[src/rtl/scedf_pkg.sv]
// Shared types, widths, register indexes and helpers for the spin chain
// exchange/DMI effective field block. No dependencies.
`timescale 1ns / 1ps

package scedf_pkg;

   localparam int MAX_SITES = 4096;
   // sites_seen saturates at MAX_SITES+1
   localparam int SEEN_W    = $clog2(MAX_SITES + 2);

   localparam int IDX_W  = 13;
   localparam int MAG_W  = 18;
   localparam int CPL_W  = 32;
   localparam int SCL_W  = 20;
   localparam int FLD_W  = 40;
   localparam int DIF_W  = MAG_W + 1;
   localparam int OPA_W  = 36;
   localparam int OPB_W  = 20;
   localparam int PROD_W = OPA_W + OPB_W;
   localparam int ACC_W  = PROD_W + 2;
   localparam int Q_W    = ACC_W - 16;

   localparam int STEP_W = 5;
   localparam int PK_W   = 4;
   localparam logic [STEP_W-1:0] STEP_LAST_ISSUE = STEP_W'(14);
   localparam logic [STEP_W-1:0] STEP_COMBINE    = STEP_W'(16);

   localparam logic signed [ACC_W-1:0] RND_HALF = ACC_W'(32768);
   localparam logic signed [OPB_W-1:0] ONE_Q16  = OPB_W'(65536);

   localparam int CSR_IDX_W = 3;
   localparam logic [CSR_IDX_W-1:0] REG_FERRO       = 3'd0;
   localparam logic [CSR_IDX_W-1:0] REG_ANISO       = 3'd1;
   localparam logic [CSR_IDX_W-1:0] REG_DMI_EN      = 3'd2;
   localparam logic [CSR_IDX_W-1:0] REG_DMI_X       = 3'd3;
   localparam logic [CSR_IDX_W-1:0] REG_DMI_Y       = 3'd4;
   localparam logic [CSR_IDX_W-1:0] REG_DMI_Z       = 3'd5;
   localparam logic [CSR_IDX_W-1:0] REG_REGION_ONLY = 3'd6;

   typedef struct packed {
      logic                    ferro;
      logic signed [CPL_W-1:0] aniso;
      logic                    dmi_en;
      logic signed [CPL_W-1:0] dmi_x;
      logic signed [CPL_W-1:0] dmi_y;
      logic signed [CPL_W-1:0] dmi_z;
      logic                    region_only;
   } cfg_type;

   localparam cfg_type CFG_RESET = '{ferro: 1'b1, default: '0};

   typedef struct packed {
      logic signed [MAG_W-1:0] mag_x;
      logic signed [MAG_W-1:0] mag_y;
      logic signed [MAG_W-1:0] mag_z;
      logic signed [CPL_W-1:0] coupling;
      logic                    in_gradient;
      logic signed [SCL_W-1:0] scale;
      logic                    chain_end;
   } site_type;

   // three-site window: left and middle site plus the two bonds around the middle
   typedef struct packed {
      logic signed [MAG_W-1:0] left_x;
      logic signed [MAG_W-1:0] left_y;
      logic signed [MAG_W-1:0] left_z;
      logic signed [MAG_W-1:0] mid_z;
      logic signed [CPL_W-1:0] left_j;
      logic signed [CPL_W-1:0] mid_j;
      logic                    mid_region;
      logic signed [SCL_W-1:0] mid_scale;
   } win_type;

   function automatic logic signed [FLD_W-1:0] sat_field(input logic signed [Q_W-1:0] v);
      logic signed [FLD_W-1:0] r;
      r = v[FLD_W-1:0];
      if (v[Q_W-1] && !(&v[Q_W-2:FLD_W-1]))
         r = {1'b1, {(FLD_W-1){1'b0}}};
      else if (!v[Q_W-1] && (|v[Q_W-2:FLD_W-1]))
         r = {1'b0, {(FLD_W-1){1'b1}}};
      return r;
   endfunction

endpackage

[src/rtl/scedf_mul.sv]
// Shared signed multiplier, 36 x 20 bits, product registered.
// Depends on scedf_pkg for operand widths.
`timescale 1ns / 1ps

module scedf_mul import scedf_pkg::*; (
   input  logic                     clock,
   input  logic signed [OPA_W-1:0]  op_a,
   input  logic signed [OPB_W-1:0]  op_b,
   output logic signed [PROD_W-1:0] prod
);

   logic signed [PROD_W-1:0] prod_ff;
   logic signed [PROD_W-1:0] prod_in;

   assign prod_in = op_a * op_b;

   always_ff @(posedge clock) begin
      prod_ff <= prod_in;
   end

   assign prod = prod_ff;

endmodule

[src/rtl/scedf_core.sv]
// Step sequencer around the shared multiplier: exchange sums, DMI cross
// products, gradient scaling and the final saturated combine.
// Depends on scedf_pkg and scedf_mul.
`timescale 1ns / 1ps

module scedf_core import scedf_pkg::*; (
   input  logic                    clock,
   input  logic                    reset,
   input  logic                    start,
   input  logic                    out_free,
   input  cfg_type                 cfg,
   input  win_type                 win,
   input  site_type                cur,
   output logic                    busy,
   output logic                    finish,
   output logic signed [FLD_W-1:0] field_x,
   output logic signed [FLD_W-1:0] field_y,
   output logic signed [FLD_W-1:0] field_z
);

   logic                     busy_ff, busy_in;
   logic [STEP_W-1:0]        cnt_ff, cnt_in;
   logic                     pv_ff, pv_in;
   logic [PK_W-1:0]          pk_ff, pk_in;
   logic                     issue;
   logic [PK_W-1:0]          k;
   logic signed [OPA_W-1:0]  op_a;
   logic signed [OPB_W-1:0]  op_b;
   logic signed [OPB_W-1:0]  scl_b;
   logic signed [PROD_W-1:0] prod;

   logic signed [ACC_W-1:0]  acc_ff, acc_in;
   logic signed [ACC_W-1:0]  base, pext, sum;
   logic                     sub;
   logic signed [Q_W-1:0]    q;
   logic signed [Q_W-1:0]    aniso_q;

   logic signed [DIF_W-1:0]  d_ff [3];
   logic signed [DIF_W-1:0]  d_in [3];
   logic signed [OPA_W-1:0]  h_ff [3];
   logic signed [OPA_W-1:0]  h_in [3];
   logic signed [OPA_W-1:0]  c_ff [3];
   logic signed [OPA_W-1:0]  c_in [3];
   logic signed [Q_W-1:0]    e_ff [3];
   logic signed [Q_W-1:0]    e_in [3];
   logic signed [Q_W-1:0]    tot_x, tot_y, tot_z;

   // ---- sequencer
   assign issue  = busy_ff && (cnt_ff <= STEP_LAST_ISSUE);
   assign k      = cnt_ff[PK_W-1:0];
   assign finish = busy_ff && (cnt_ff == STEP_COMBINE) && out_free;
   assign busy   = busy_ff;

   always_comb begin
      busy_in = busy_ff;
      cnt_in  = cnt_ff;
      if (start) begin
         busy_in = 1'b1;
         cnt_in  = '0;
      end else if (busy_ff) begin
         if (cnt_ff != STEP_COMBINE)
            cnt_in = cnt_ff + 1'b1;
         else if (out_free)
            busy_in = 1'b0;
      end
   end

   assign pv_in = issue;
   assign pk_in = k;

   always_ff @(posedge clock) begin
      if (reset) begin
         busy_ff <= 1'b0;
         cnt_ff  <= '0;
         pv_ff   <= 1'b0;
      end else begin
         busy_ff <= busy_in;
         cnt_ff  <= cnt_in;
         pv_ff   <= pv_in;
      end
   end

   // ---- operand schedule, one product per step
   // gradient scale: 1.0 outside the region unless restricted, 0 when DMI is off
   always_comb begin
      scl_b = '0;
      if (cfg.dmi_en) begin
         if (win.mid_region)
            scl_b = win.mid_scale;
         else if (!cfg.region_only)
            scl_b = ONE_Q16;
      end
   end

   always_comb begin
      op_a = '0;
      op_b = '0;
      case (k)
         4'd0:  begin op_a = OPA_W'(win.left_j); op_b = OPB_W'(win.left_x); end
         4'd1:  begin op_a = OPA_W'(win.mid_j);  op_b = OPB_W'(cur.mag_x);  end
         4'd2:  begin op_a = OPA_W'(win.left_j); op_b = OPB_W'(win.left_y); end
         4'd3:  begin op_a = OPA_W'(win.mid_j);  op_b = OPB_W'(cur.mag_y);  end
         4'd4:  begin op_a = OPA_W'(win.left_j); op_b = OPB_W'(win.left_z); end
         4'd5:  begin op_a = OPA_W'(win.mid_j);  op_b = OPB_W'(cur.mag_z);  end
         // cross product D x d, first term added, second subtracted
         4'd6:  begin op_a = OPA_W'(cfg.dmi_y);  op_b = OPB_W'(d_ff[2]);    end
         4'd7:  begin op_a = OPA_W'(cfg.dmi_z);  op_b = OPB_W'(d_ff[1]);    end
         4'd8:  begin op_a = OPA_W'(cfg.dmi_z);  op_b = OPB_W'(d_ff[0]);    end
         4'd9:  begin op_a = OPA_W'(cfg.dmi_x);  op_b = OPB_W'(d_ff[2]);    end
         4'd10: begin op_a = OPA_W'(cfg.dmi_x);  op_b = OPB_W'(d_ff[1]);    end
         4'd11: begin op_a = OPA_W'(cfg.dmi_y);  op_b = OPB_W'(d_ff[0]);    end
         4'd12: begin op_a = c_ff[0];            op_b = scl_b;              end
         4'd13: begin op_a = c_ff[1];            op_b = scl_b;              end
         4'd14: begin op_a = c_ff[2];            op_b = scl_b;              end
         default: ;
      endcase
   end

   scedf_mul u_mul (
      .clock (clock),
      .op_a  (op_a),
      .op_b  (op_b),
      .prod  (prod)
   );

   // ---- accumulate and round (nearest, ties up: +half then floor)
   assign pext = ACC_W'(prod);
   assign sub  = (pk_ff == 4'd7) || (pk_ff == 4'd9) || (pk_ff == 4'd11);
   assign base = (pk_ff[0] && (pk_ff < 4'd12)) ? acc_ff : RND_HALF;
   assign sum  = sub ? (base - pext) : (base + pext);
   assign q    = sum[ACC_W-1:16];

   always_comb begin
      aniso_q = '0;
      if (!cfg.ferro)
         aniso_q = (win.mid_z > 18'sd0) ? Q_W'(cfg.aniso) : -Q_W'(cfg.aniso);
   end

   always_comb begin
      acc_in = acc_ff;
      h_in   = h_ff;
      c_in   = c_ff;
      e_in   = e_ff;
      d_in   = d_ff;
      // the new site sits in cur from the first step on
      if (busy_ff && (cnt_ff == '0)) begin
         d_in[0] = DIF_W'(cur.mag_x) - DIF_W'(win.left_x);
         d_in[1] = DIF_W'(cur.mag_y) - DIF_W'(win.left_y);
         d_in[2] = DIF_W'(cur.mag_z) - DIF_W'(win.left_z);
      end
      if (pv_ff) begin
         case (pk_ff)
            4'd0, 4'd2, 4'd4, 4'd6, 4'd8, 4'd10: acc_in = sum;
            4'd1:  h_in[0] = OPA_W'(q);
            4'd3:  h_in[1] = OPA_W'(q);
            4'd5:  h_in[2] = OPA_W'(q);
            4'd7:  c_in[0] = OPA_W'(q);
            4'd9:  c_in[1] = OPA_W'(q);
            4'd11: c_in[2] = OPA_W'(q);
            4'd12: e_in[0] = q;
            4'd13: e_in[1] = q;
            4'd14: e_in[2] = q + aniso_q;
            default: ;
         endcase
      end
   end

   always_ff @(posedge clock) begin
      pk_ff  <= pk_in;
      acc_ff <= acc_in;
      h_ff   <= h_in;
      c_ff   <= c_in;
      e_ff   <= e_in;
      d_ff   <= d_in;
   end

   // ---- combine: exchange negated when not ferromagnetic
   assign tot_x = cfg.ferro ? (e_ff[0] + Q_W'(h_ff[0])) : (e_ff[0] - Q_W'(h_ff[0]));
   assign tot_y = cfg.ferro ? (e_ff[1] + Q_W'(h_ff[1])) : (e_ff[1] - Q_W'(h_ff[1]));
   assign tot_z = cfg.ferro ? (e_ff[2] + Q_W'(h_ff[2])) : (e_ff[2] - Q_W'(h_ff[2]));

   assign field_x = sat_field(tot_x);
   assign field_y = sat_field(tot_y);
   assign field_z = sat_field(tot_z);

   // ---- checks
   a_start_idle: assert property (@(posedge clock) disable iff (reset)
      start |-> !busy_ff)
      else $error("start while sequence running");

   a_start_seq: assert property (@(posedge clock) disable iff (reset)
      start |=> busy_ff && (cnt_ff == '0))
      else $error("sequence did not begin at first step");

   a_tag: assert property (@(posedge clock) disable iff (reset)
      pv_ff |-> busy_ff && ((STEP_W'(pk_ff) + 1'b1) == cnt_ff))
      else $error("product tag out of step with sequencer");

   a_hold: assert property (@(posedge clock) disable iff (reset)
      busy_ff && (cnt_ff == STEP_COMBINE) && !out_free |=>
         busy_ff && (cnt_ff == STEP_COMBINE))
      else $error("combine step left while output blocked");

   a_done: assert property (@(posedge clock) disable iff (reset)
      finish |=> !busy_ff && !pv_ff)
      else $error("sequencer still active after finish");

endmodule

[src/rtl/spin_chain_exchange_dmi_field.sv]
// A middle site's field word is computed after the next site is taken and reaches rsp
//   through the output register. Each started sequence runs fifteen products through the
//   one shared 36x20 multiplier, then a combine step; sites 0 and 1 of a chain and a short
//   chain end are taken without one. A finished word waits in the output register, a new
//   site is taken meanwhile; the sequencer holds only if that register is still full.
// Reset (synchronous): registers to defaults (ferromagnetic set, rest zero), window empty.
`timescale 1ns / 1ps

module spin_chain_exchange_dmi_field import scedf_pkg::*; (
   input  logic                 clock,
   input  logic                 reset,
   // site word in
   input  logic                 req_tvalid,
   output logic                 req_tready,
   input  logic [111:0]         req_tdata,  // mag_x, mag_y, mag_z, right_coupling, gradient_scale
   input  logic                 req_tuser,  // in_gradient
   input  logic                 req_tlast,  // chain_end
   // field word out
   output logic                 rsp_tvalid,
   input  logic                 rsp_tready,
   output logic [135:0]         rsp_tdata,  // site_index, field_x, field_y, field_z
   output logic                 rsp_tlast,  // last_site
   // register writes
   input  logic                 csr_valid,
   output logic                 csr_ready,
   input  logic [CSR_IDX_W-1:0] csr_index,
   input  logic [CPL_W-1:0]     csr_data
);

   cfg_type             cfg_ff, cfg_in;
   win_type             win_ff, win_in;
   site_type            cur_ff, cur_in;
   site_type            req_site, src;
   logic [SEEN_W-1:0]   seen_ff, seen_in;
   logic                rsp_valid_ff, rsp_valid_in;
   logic [135:0]        rsp_data_ff, rsp_data_in;
   logic                rsp_last_ff, rsp_last_in;

   logic                accept, start, upd, out_free;
   logic                busy, finish;
   logic signed [FLD_W-1:0] field_x, field_y, field_z;
   logic [IDX_W-1:0]    site_index;

   // the middle magnetization x/y is only needed as the next left site
   logic signed [MAG_W-1:0] mid_x_ff, mid_y_ff, mid_x_in, mid_y_in;

   // ---- register port
   assign csr_ready = 1'b1;

   always_comb begin
      cfg_in = cfg_ff;
      if (csr_valid) begin
         case (csr_index)
            REG_FERRO:       cfg_in.ferro       = csr_data[0];
            REG_ANISO:       cfg_in.aniso       = csr_data;
            REG_DMI_EN:      cfg_in.dmi_en      = csr_data[0];
            REG_DMI_X:       cfg_in.dmi_x       = csr_data;
            REG_DMI_Y:       cfg_in.dmi_y       = csr_data;
            REG_DMI_Z:       cfg_in.dmi_z       = csr_data;
            REG_REGION_ONLY: cfg_in.region_only = csr_data[0];
            default: ;
         endcase
      end
   end

   // ---- input unpack
   assign req_site.mag_x       = req_tdata[17:0];
   assign req_site.mag_y       = req_tdata[35:18];
   assign req_site.mag_z       = req_tdata[53:36];
   assign req_site.coupling    = req_tdata[85:54];
   assign req_site.scale       = req_tdata[105:86];
   assign req_site.in_gradient = req_tuser;
   assign req_site.chain_end   = req_tlast;

   assign req_tready = !busy;
   assign accept     = req_tvalid && req_tready;
   assign start      = accept && (seen_ff >= SEEN_W'(2));
   assign out_free   = !rsp_valid_ff || rsp_tready;

   assign cur_in = accept ? req_site : cur_ff;

   // ---- window slide; a site that starts a sequence slides in once the field it completes is out
   assign upd = (accept && !start) || finish;
   assign src = finish ? cur_ff : req_site;

   always_comb begin
      win_in  = win_ff;
      seen_in = seen_ff;
      if (upd) begin
         if (src.chain_end) begin
            seen_in = '0;
         end else begin
            win_in.left_x     = mid_x_ff;
            win_in.left_y     = mid_y_ff;
            win_in.left_z     = win_ff.mid_z;
            win_in.left_j     = win_ff.mid_j;
            win_in.mid_j      = src.coupling;
            win_in.mid_region = src.in_gradient;
            win_in.mid_scale  = src.scale;
            win_in.mid_z      = src.mag_z;
            if (seen_ff < SEEN_W'(MAX_SITES + 1))
               seen_in = seen_ff + 1'b1;
         end
      end
   end

   always_comb begin
      mid_x_in = mid_x_ff;
      mid_y_in = mid_y_ff;
      if (upd && !src.chain_end) begin
         mid_x_in = src.mag_x;
         mid_y_in = src.mag_y;
      end
   end

   always_ff @(posedge clock) begin
      cur_ff   <= cur_in;
      mid_x_ff <= mid_x_in;
      mid_y_ff <= mid_y_in;
      win_ff   <= win_in;
   end

   // ---- field sequencer
   scedf_core u_core (
      .clock    (clock),
      .reset    (reset),
      .start    (start),
      .out_free (out_free),
      .cfg      (cfg_ff),
      .win      (win_ff),
      .cur      (cur_ff),
      .busy     (busy),
      .finish   (finish),
      .field_x  (field_x),
      .field_y  (field_y),
      .field_z  (field_z)
   );

   // ---- output register
   assign site_index = IDX_W'(seen_ff - 1'b1);

   always_comb begin
      rsp_valid_in = rsp_valid_ff;
      rsp_data_in  = rsp_data_ff;
      rsp_last_in  = rsp_last_ff;
      if (finish) begin
         rsp_valid_in = 1'b1;
         rsp_data_in  = {3'b000, field_z, field_y, field_x, site_index};
         rsp_last_in  = cur_ff.chain_end;
      end else if (rsp_tready) begin
         rsp_valid_in = 1'b0;
      end
   end

   always_ff @(posedge clock) begin
      if (reset) begin
         cfg_ff       <= CFG_RESET;
         seen_ff      <= '0;
         rsp_valid_ff <= 1'b0;
      end else begin
         cfg_ff       <= cfg_in;
         seen_ff      <= seen_in;
         rsp_valid_ff <= rsp_valid_in;
      end
   end

   always_ff @(posedge clock) begin
      rsp_data_ff <= rsp_data_in;
      rsp_last_ff <= rsp_last_in;
   end

   assign rsp_tvalid = rsp_valid_ff;
   assign rsp_tdata  = rsp_data_ff;
   assign rsp_tlast  = rsp_last_ff;

endmodule
[config.mk]
export PLATFORM = sky130hd
export DESIGN_NAME = spin_chain_exchange_dmi_field
export DESIGN_NICKNAME = d
export VERILOG_FILES = /design/src/rtl/scedf_pkg.sv /design/src/rtl/scedf_mul.sv /design/src/rtl/scedf_core.sv /design/src/rtl/spin_chain_exchange_dmi_field.sv
export SDC_FILE = /design/constraint.sdc
export NUM_CORES = 2
export LEC_CHECK = 0
export BUFFER_PORTS_ARGS = -buffer_cell sky130_fd_sc_hd__buf_4
export CAP_MARGIN = 20
export CORE_MARGIN = 4
export CORE_UTILIZATION = 30
export CTS_CLUSTER_DIAMETER = 200
export DETAILED_ROUTE_END_ITERATION = 8
export GPL_ROUTABILITY_DRIVEN = 0
export SYNTH_ARGS = -nofsm -noshare
export SYNTH_HDL_FRONTEND = slang
export SYNTH_SLANG_ARGS = --single-unit
[constraint.sdc]
create_clock -name clock -period 28.6 [get_ports clock]
set_clock_uncertainty 0.2 [all_clocks]
set_input_delay 1.43 -clock clock [delete_from_list [all_inputs] [get_ports clock]]
set_output_delay 1.43 -clock clock [all_outputs]
set_load 0.005 [all_outputs]
# == After elaboration in Yosys (flattened, before gate mapping) ==
# Index checks and enable logic that the tools add are counted.
# totals
register_bits,1104
in_bits,154
wordCells,204
out_inout_bits,140
# op_classes
n_reduce_logical,72
n_bitwise,1
multipliers,1
order_cmp,5
addsub,16
n_eq_ne,36
n_mux,24
# op_table
op,count
one-hot mux 36 bit (8 select lines),1
two-way mux 42 bit,5
one-hot mux 20 bit (10 select lines),1
adder 42 x 36 -> 42 bit,3
subtractor 42 x 36 -> 42 bit,3
two-way mux 40 bit,3
two-way mux 58 bit,2
two-way mux 108 bit,1
adder 58 x 56 -> 58 bit,1
subtractor 58 x 56 -> 58 bit,1
subtractor 18 x 18 -> 19 bit,3
equality test 4 bit (second input constant),14
multiplier 36 x 20 -> 56 bit,1
AND reduction 2 bit,23
adder 42 bit,1
negation 32 -> 42 bit,1
two-way mux 20 bit,2
equality test 4 x 3 -> 1 bit (second input constant),8
two-way mux 13 bit,2
OR reduction 2 bit,10
> comparator 18 x 1 -> 1 bit (second input constant),1
two-way mux 17 bit,1
equality test 4 x 2 -> 1 bit (second input constant),4
logical AND 1 bit,15
other kinds (23),48

# == Depth between registers and ports, before layout ==
# depth
depth_word,7
mapped_depth,37
ltp_nobuf,34

# == Cells and area by module ==
# A second synthesis with hierarchy kept.
# hier_totals
hier_cells,7984
area_unflattened_um2,82785.6
# modules_own_cells
module,area_each_um2,cells_per_inst,seq_area_each_um2,n_inst
scedf_core,36231.0,3796,13943.4,1
scedf_mul,26644.3,2913,1121.1,1
spin_chain_exchange_dmi_field,19910.3,1275,15965.3,1

# == Worst setup path before layout ==
# OpenSTA, ideal clock, no wires.
# synth_path
path_type,input-to-reg
from,input port req_tvalid
to,register mid_x_ff[0] (enable)
path_stages,3
setup_time_ns,0.772
path_buffers,0
t_arrival_ns,15.485
t_required_ns,27.628
path_slack_ns,12.143
cell_sequence,nor2b_1 -> a21oi_1 -> nor2b_1
# synth_between
elab_chain_len,6
# synth_lines
element,line_no,rtl
"start, declared",spin_chain_exchange_dmi_field.sv:13,"input logic req_tvalid,"
logical AND 1 bit *,spin_chain_exchange_dmi_field.sv:76,assign accept = req_tvalid && req_tready;
logical AND 1 bit,spin_chain_exchange_dmi_field.sv:77,assign start = accept && (seen_ff >= SEEN_W'(2));
zero test 1 bit,spin_chain_exchange_dmi_field.sv:83,assign upd = (accept && !start) || finish;
logical AND 1 bit *,spin_chain_exchange_dmi_field.sv:83,
logical OR 1 bit *,spin_chain_exchange_dmi_field.sv:83,
logical AND 1 bit *,spin_chain_exchange_dmi_field.sv:110,if (upd && !src.chain_end) begin
"end signal, assigned",spin_chain_exchange_dmi_field.sv:118,mid_x_ff <= mid_x_in;
"end, declared",spin_chain_exchange_dmi_field.sv:45,"logic signed [MAG_W-1:0] mid_x_ff, mid_y_ff, mid_x_in, mid_y_in;"
# Every way passes the cells marked *; elsewhere a longest branch is shown, timed or not.
# A chain may end at the register's enable or synchronous reset.

# == Worst setup path in the final report ==
# layout_path
from,register u_core.cnt_ff[1]
to,"register u_core.u_mul.prod_ff[45], in the netlist u_core.u_mul.prod[45]"
# layout_between
elab_chain_len,4
elab_cells_between_ends,27
cone_classes,mul: 1; eq/ne: 14; mux: 2; reduce/logical: 10
# layout_lines
element,line_no,rtl
"start, declared",scedf_core.sv:22,"logic [STEP_W-1:0] cnt_ff, cnt_in;"
"start signal, assigned",scedf_core.sv:78,cnt_ff <= cnt_in;
equality test 4 bit (tied with other cells),scedf_core.sv:98,case (k)
OR reduction 3 bit (no source line) or OR reduction 2 bit (tied branches),n/a,
one-hot mux 20 bit (10 select lines) or one-hot mux 36 bit (8 select lines) (tied branches),scedf_core.sv:98,
multiplier 36 x 20 -> 56 bit *,scedf_mul.sv:15,assign prod_in = op_a * op_b;
net u_core.u_mul.prod_in[45],scedf_mul.sv:13,logic signed [PROD_W-1:0] prod_in;
"end signal, assigned",scedf_mul.sv:18,prod_ff <= prod_in;
"end, declared",scedf_mul.sv:12,logic signed [PROD_W-1:0] prod_ff;
# Mark *: on every way through the listed nets, which the timed path passes. The rest lies on a longest branch.

==> impl_results.md <==
- Outcome: complete, no violations
- Maximum number of pins on one net before global-route repair: 140
- Share of async-settable or async-resettable flops after synthesis: 0
- Initial core utilization: 0.303
- Vias in the first global route: 61345
- Die Outline Area: around 280000 um2
- Worst setup SP type: flip-flop
- Buffer count from post-CTS setup fixing: 0
- Proportion of synthesized chip area in sequential cells: 0.381
- Max-slew headroom at the worst pin: 0.262
- Final clock period utilization by the worst path: 0.392
- Netlist Area Pre-Place: 81400 um2
- TritonCTS buffer count: 112
- Total wire length: approximately 250000 um
- Count leader, synth: nand2_1
- Global-route wire length before repair: around 370000 um
- Post-synthesis cell type count: 90
- Row count: 190
- Slowest stage cell, crit path: nand3_1
- IO Pins: 294
- Number of detailed-routing iterations run before antenna repair: 9
- Number of vias per cell after detailed routing: 5.09
- ANT nets after route: 0
- Port bufs: ~280
- Number of endpoints with negative hold slack in the final report: 0
- Reg clk slew, reported paths: approximately 0.06 ns
- Total number of yosys warnings: 0
- Final setup TNS: 0 ns
- CP Data Arrival Time: roughly 12 ns
- Ratio of cells with drive above 1 in the final layout: 0.0798
- Maximum clock path buffer count: 3
- Post-Syn Area per Cell: 9.95 um2
- Portion of synthesized cell area occupied by the leading cell type: 0.329
- CP max stage delay: 0.87 ns
- Number of synthesized flops with an enable pin: 892
- Worst Setup End Kind: flip-flop
- Number of cells produced by synthesis: 8180
- Post-layout net count: 9672
- Total gr overflow: 0
- Half-perimeter wire length after detailed placement: 189000 um
- Setup repair after global routing missed its margin: no
- Largest cells by area after synthesis: edfxtp_1 33%, fa_1 18%, ha_1 6.5%
- Die span in y: 529 um
- Average detailed-routed wire length per instance: a little over 20 um
- Die W: 529 um
- Resize count post-CTS: 0
- Number of storage elements in the synthesis netlist: between 1000 and 1500
- Remaining DRCs: 0
- Initial antenna violation count: 14
- TritonCTS clock tree: yes
- Top flip-flop cell by instance count after synthesis: edfxtp_1
- Type of the worst min-delay path: reg -> reg
- Dominant cell type by area after synthesis: edfxtp_1
- Slew @ Worst Pin: 1.11 ns
- Fin crit period: about 11 ns
- Max cap viols: 0
- Buffer type at the clock tree root: clkbuf_16
- Pins over their slew limit: 0
- Maximum fanout along the worst path: 38
- Hold-fix buffer count after cts: 0
- Clk sinks: 1104
- Area growth syn-to-layout: 12.7%
- FMAX: between 0.08 and 0.09 GHz
- Aggregate global-route resource usage: 0.172
- Total setup violations reported at the end of the flow: 0
- Drt first-iter violations: 5776
- CP dominant cell by count: inv_1
- Top cells by count, synth: 1137 x nand2_1, 1034 x inv_1, 892 x edfxtp_1
- Clk_lat worst skew: 0.76 ns
- Data required time of the critical path: 29.10 ns
- Placeable Area: 269000 um2
- Critical setup path kind: reg -> reg
- Number of H-tree levels: 3
- Routed vias: 61187
-- worst max-delay path: cells and delay by family (launching register included) --
family                     cells  cell delay [ns]
and+or+nand+nor                5             2.12
buffers and inverters          9             0.79
AOI/OAI and AO/OA             10             3.63
xor gates and xnor gates       1             0.15
DFF                            1             0.42
adders and majority gates      9             3.80
-- sequential cells by signal, summed over array words and instances, names as in the netlist, 56 cells and up --
signal and count:
cfg_ff 131, cur_ff 108, rsp_tdata 133, u_core.acc_ff 58, u_core.c_ff 108, u_core.d_ff 57, u_core.e_ff 126, u_core.h_ff 108
u_core.u_mul.prod 56, win_ff 157
-- cell usage in the layout (no fill, tap or decap), types with 41 or more instances in the layout --
| cell | synthesis | routed |
|---|---|---|
| o21ai_0 | 219 | 219 |
| fa_1 | 716 | 716 |
| ha_1 | 426 | 426 |
| nor2_1 | 639 | 632 |
| inv_1 | 1034 | 1033 |
| and3_1 | 134 | 134 |
| nand4_1 | 51 | 51 |
| a21oi_1 | 617 | 607 |
| a21o_1 | 184 | 184 |
| buf_4 | 4 | 401 |
| a221oi_1 | 46 | 45 |
| xor2_1 | 251 | 251 |
| nand2_1 | 1137 | 1136 |
| nand3_1 | 104 | 102 |
| and2_1 | 42 | 41 |
| a31oi_1 | 59 | 58 |
| a22o_1 | 42 | 42 |
| nor2b_1 | 53 | 51 |
| dfxtp_1 | 212 | 211 |
| xnor2_1 | 237 | 236 |
| nor3_1 | 88 | 85 |
| edfxtp_1 | 892 | 892 |
| a22oi_1 | 107 | 107 |
| nand2b_1 | 85 | 85 |
| clkbuf_16 | 0 | 114 |
-- stage by stage --
step / instances / util / area, um2 / hold slack, ns / worst slack [ns]
floorplan: 8182 / - / 81400 / 0.150 / 12.14
global placement: 11810 / 0.327 / 87900 / 0.201 / 17.75
detailed placement: 11812 / 0.327 / 87900 / 0.205 / 17.70
CTS: 12019 / 0.341 / 91700 / 0.189 / 17.66
global route: 12026 / 0.341 / 91700 / 0.195 / 16.89
finish: 12031 / 0.341 / 91700 / 0.198 / 17.40
-- path summary, 6_finish.rpt --
path                            slack (ns)               endpoint  cells after the start        startpoint
worst max-delay path                 17.40  u_core.u_mul.prod[45]                     34  u_core.cnt_ff[1]
worst min-delay path                  0.20            win_ff[145]                      0       mid_x_ff[6]
worst max register to register       17.40  u_core.u_mul.prod[45]                     34  u_core.cnt_ff[1]
worst min register to register        0.20            win_ff[145]                      0       mid_x_ff[6]
-- kinds of logic (layout without fill, tap and decap cells) --
family                     count (synthesis)  after routing  share of synthesized area
AOI/OAI and AO/OA                       1569           1569                      0.122
xor gates and xnor gates                 490            490                     0.0530
adders and majority gates               1142           1142                      0.242
buffers and inverters                   1360           1647                     0.0631
DFF                                     1104           1104                      0.381
muxes                                     20             20                    0.00263
other                                      2             14                  0.0000923
and+or+nand+nor                         2493           2493                      0.136
-- per-layer routing --
| layer | GRT usage | vias up | routed length, um |
|---|---|---|---|
| li1 | - | 28028 | - |
| met1 | 0.234 | 30097 | 105000 |
| met2 | 0.273 | 2631 | 110000 |
| met3 | 0.0344 | 429 | 21700 |
| met4 | 0.0576 | 2 | 8630 |
| met5 | 0 | - | 11 |
-- layout make-up --
| cell class | instances | area (um2) |
|---|---|---|
| Multi-Input combinational cell | 5718 | 45500 |
| Antenna cell | 10 | 25.0 |
| Sequential cell | 1104 | 31000 |
| Tap cell | 3552 | 4440 |
| Clock buffer | 151 | 3090 |
| Inverter | 1034 | 3890 |
| Timing Repair Buffer | 406 | 3130 |
| Fill cell | 26928 | 177000 |
| Clock inverter | 56 | 634 |
Power is not shown: default switching activity piles up to over one toggle a cycle in this logic, so the estimate is an artifact.
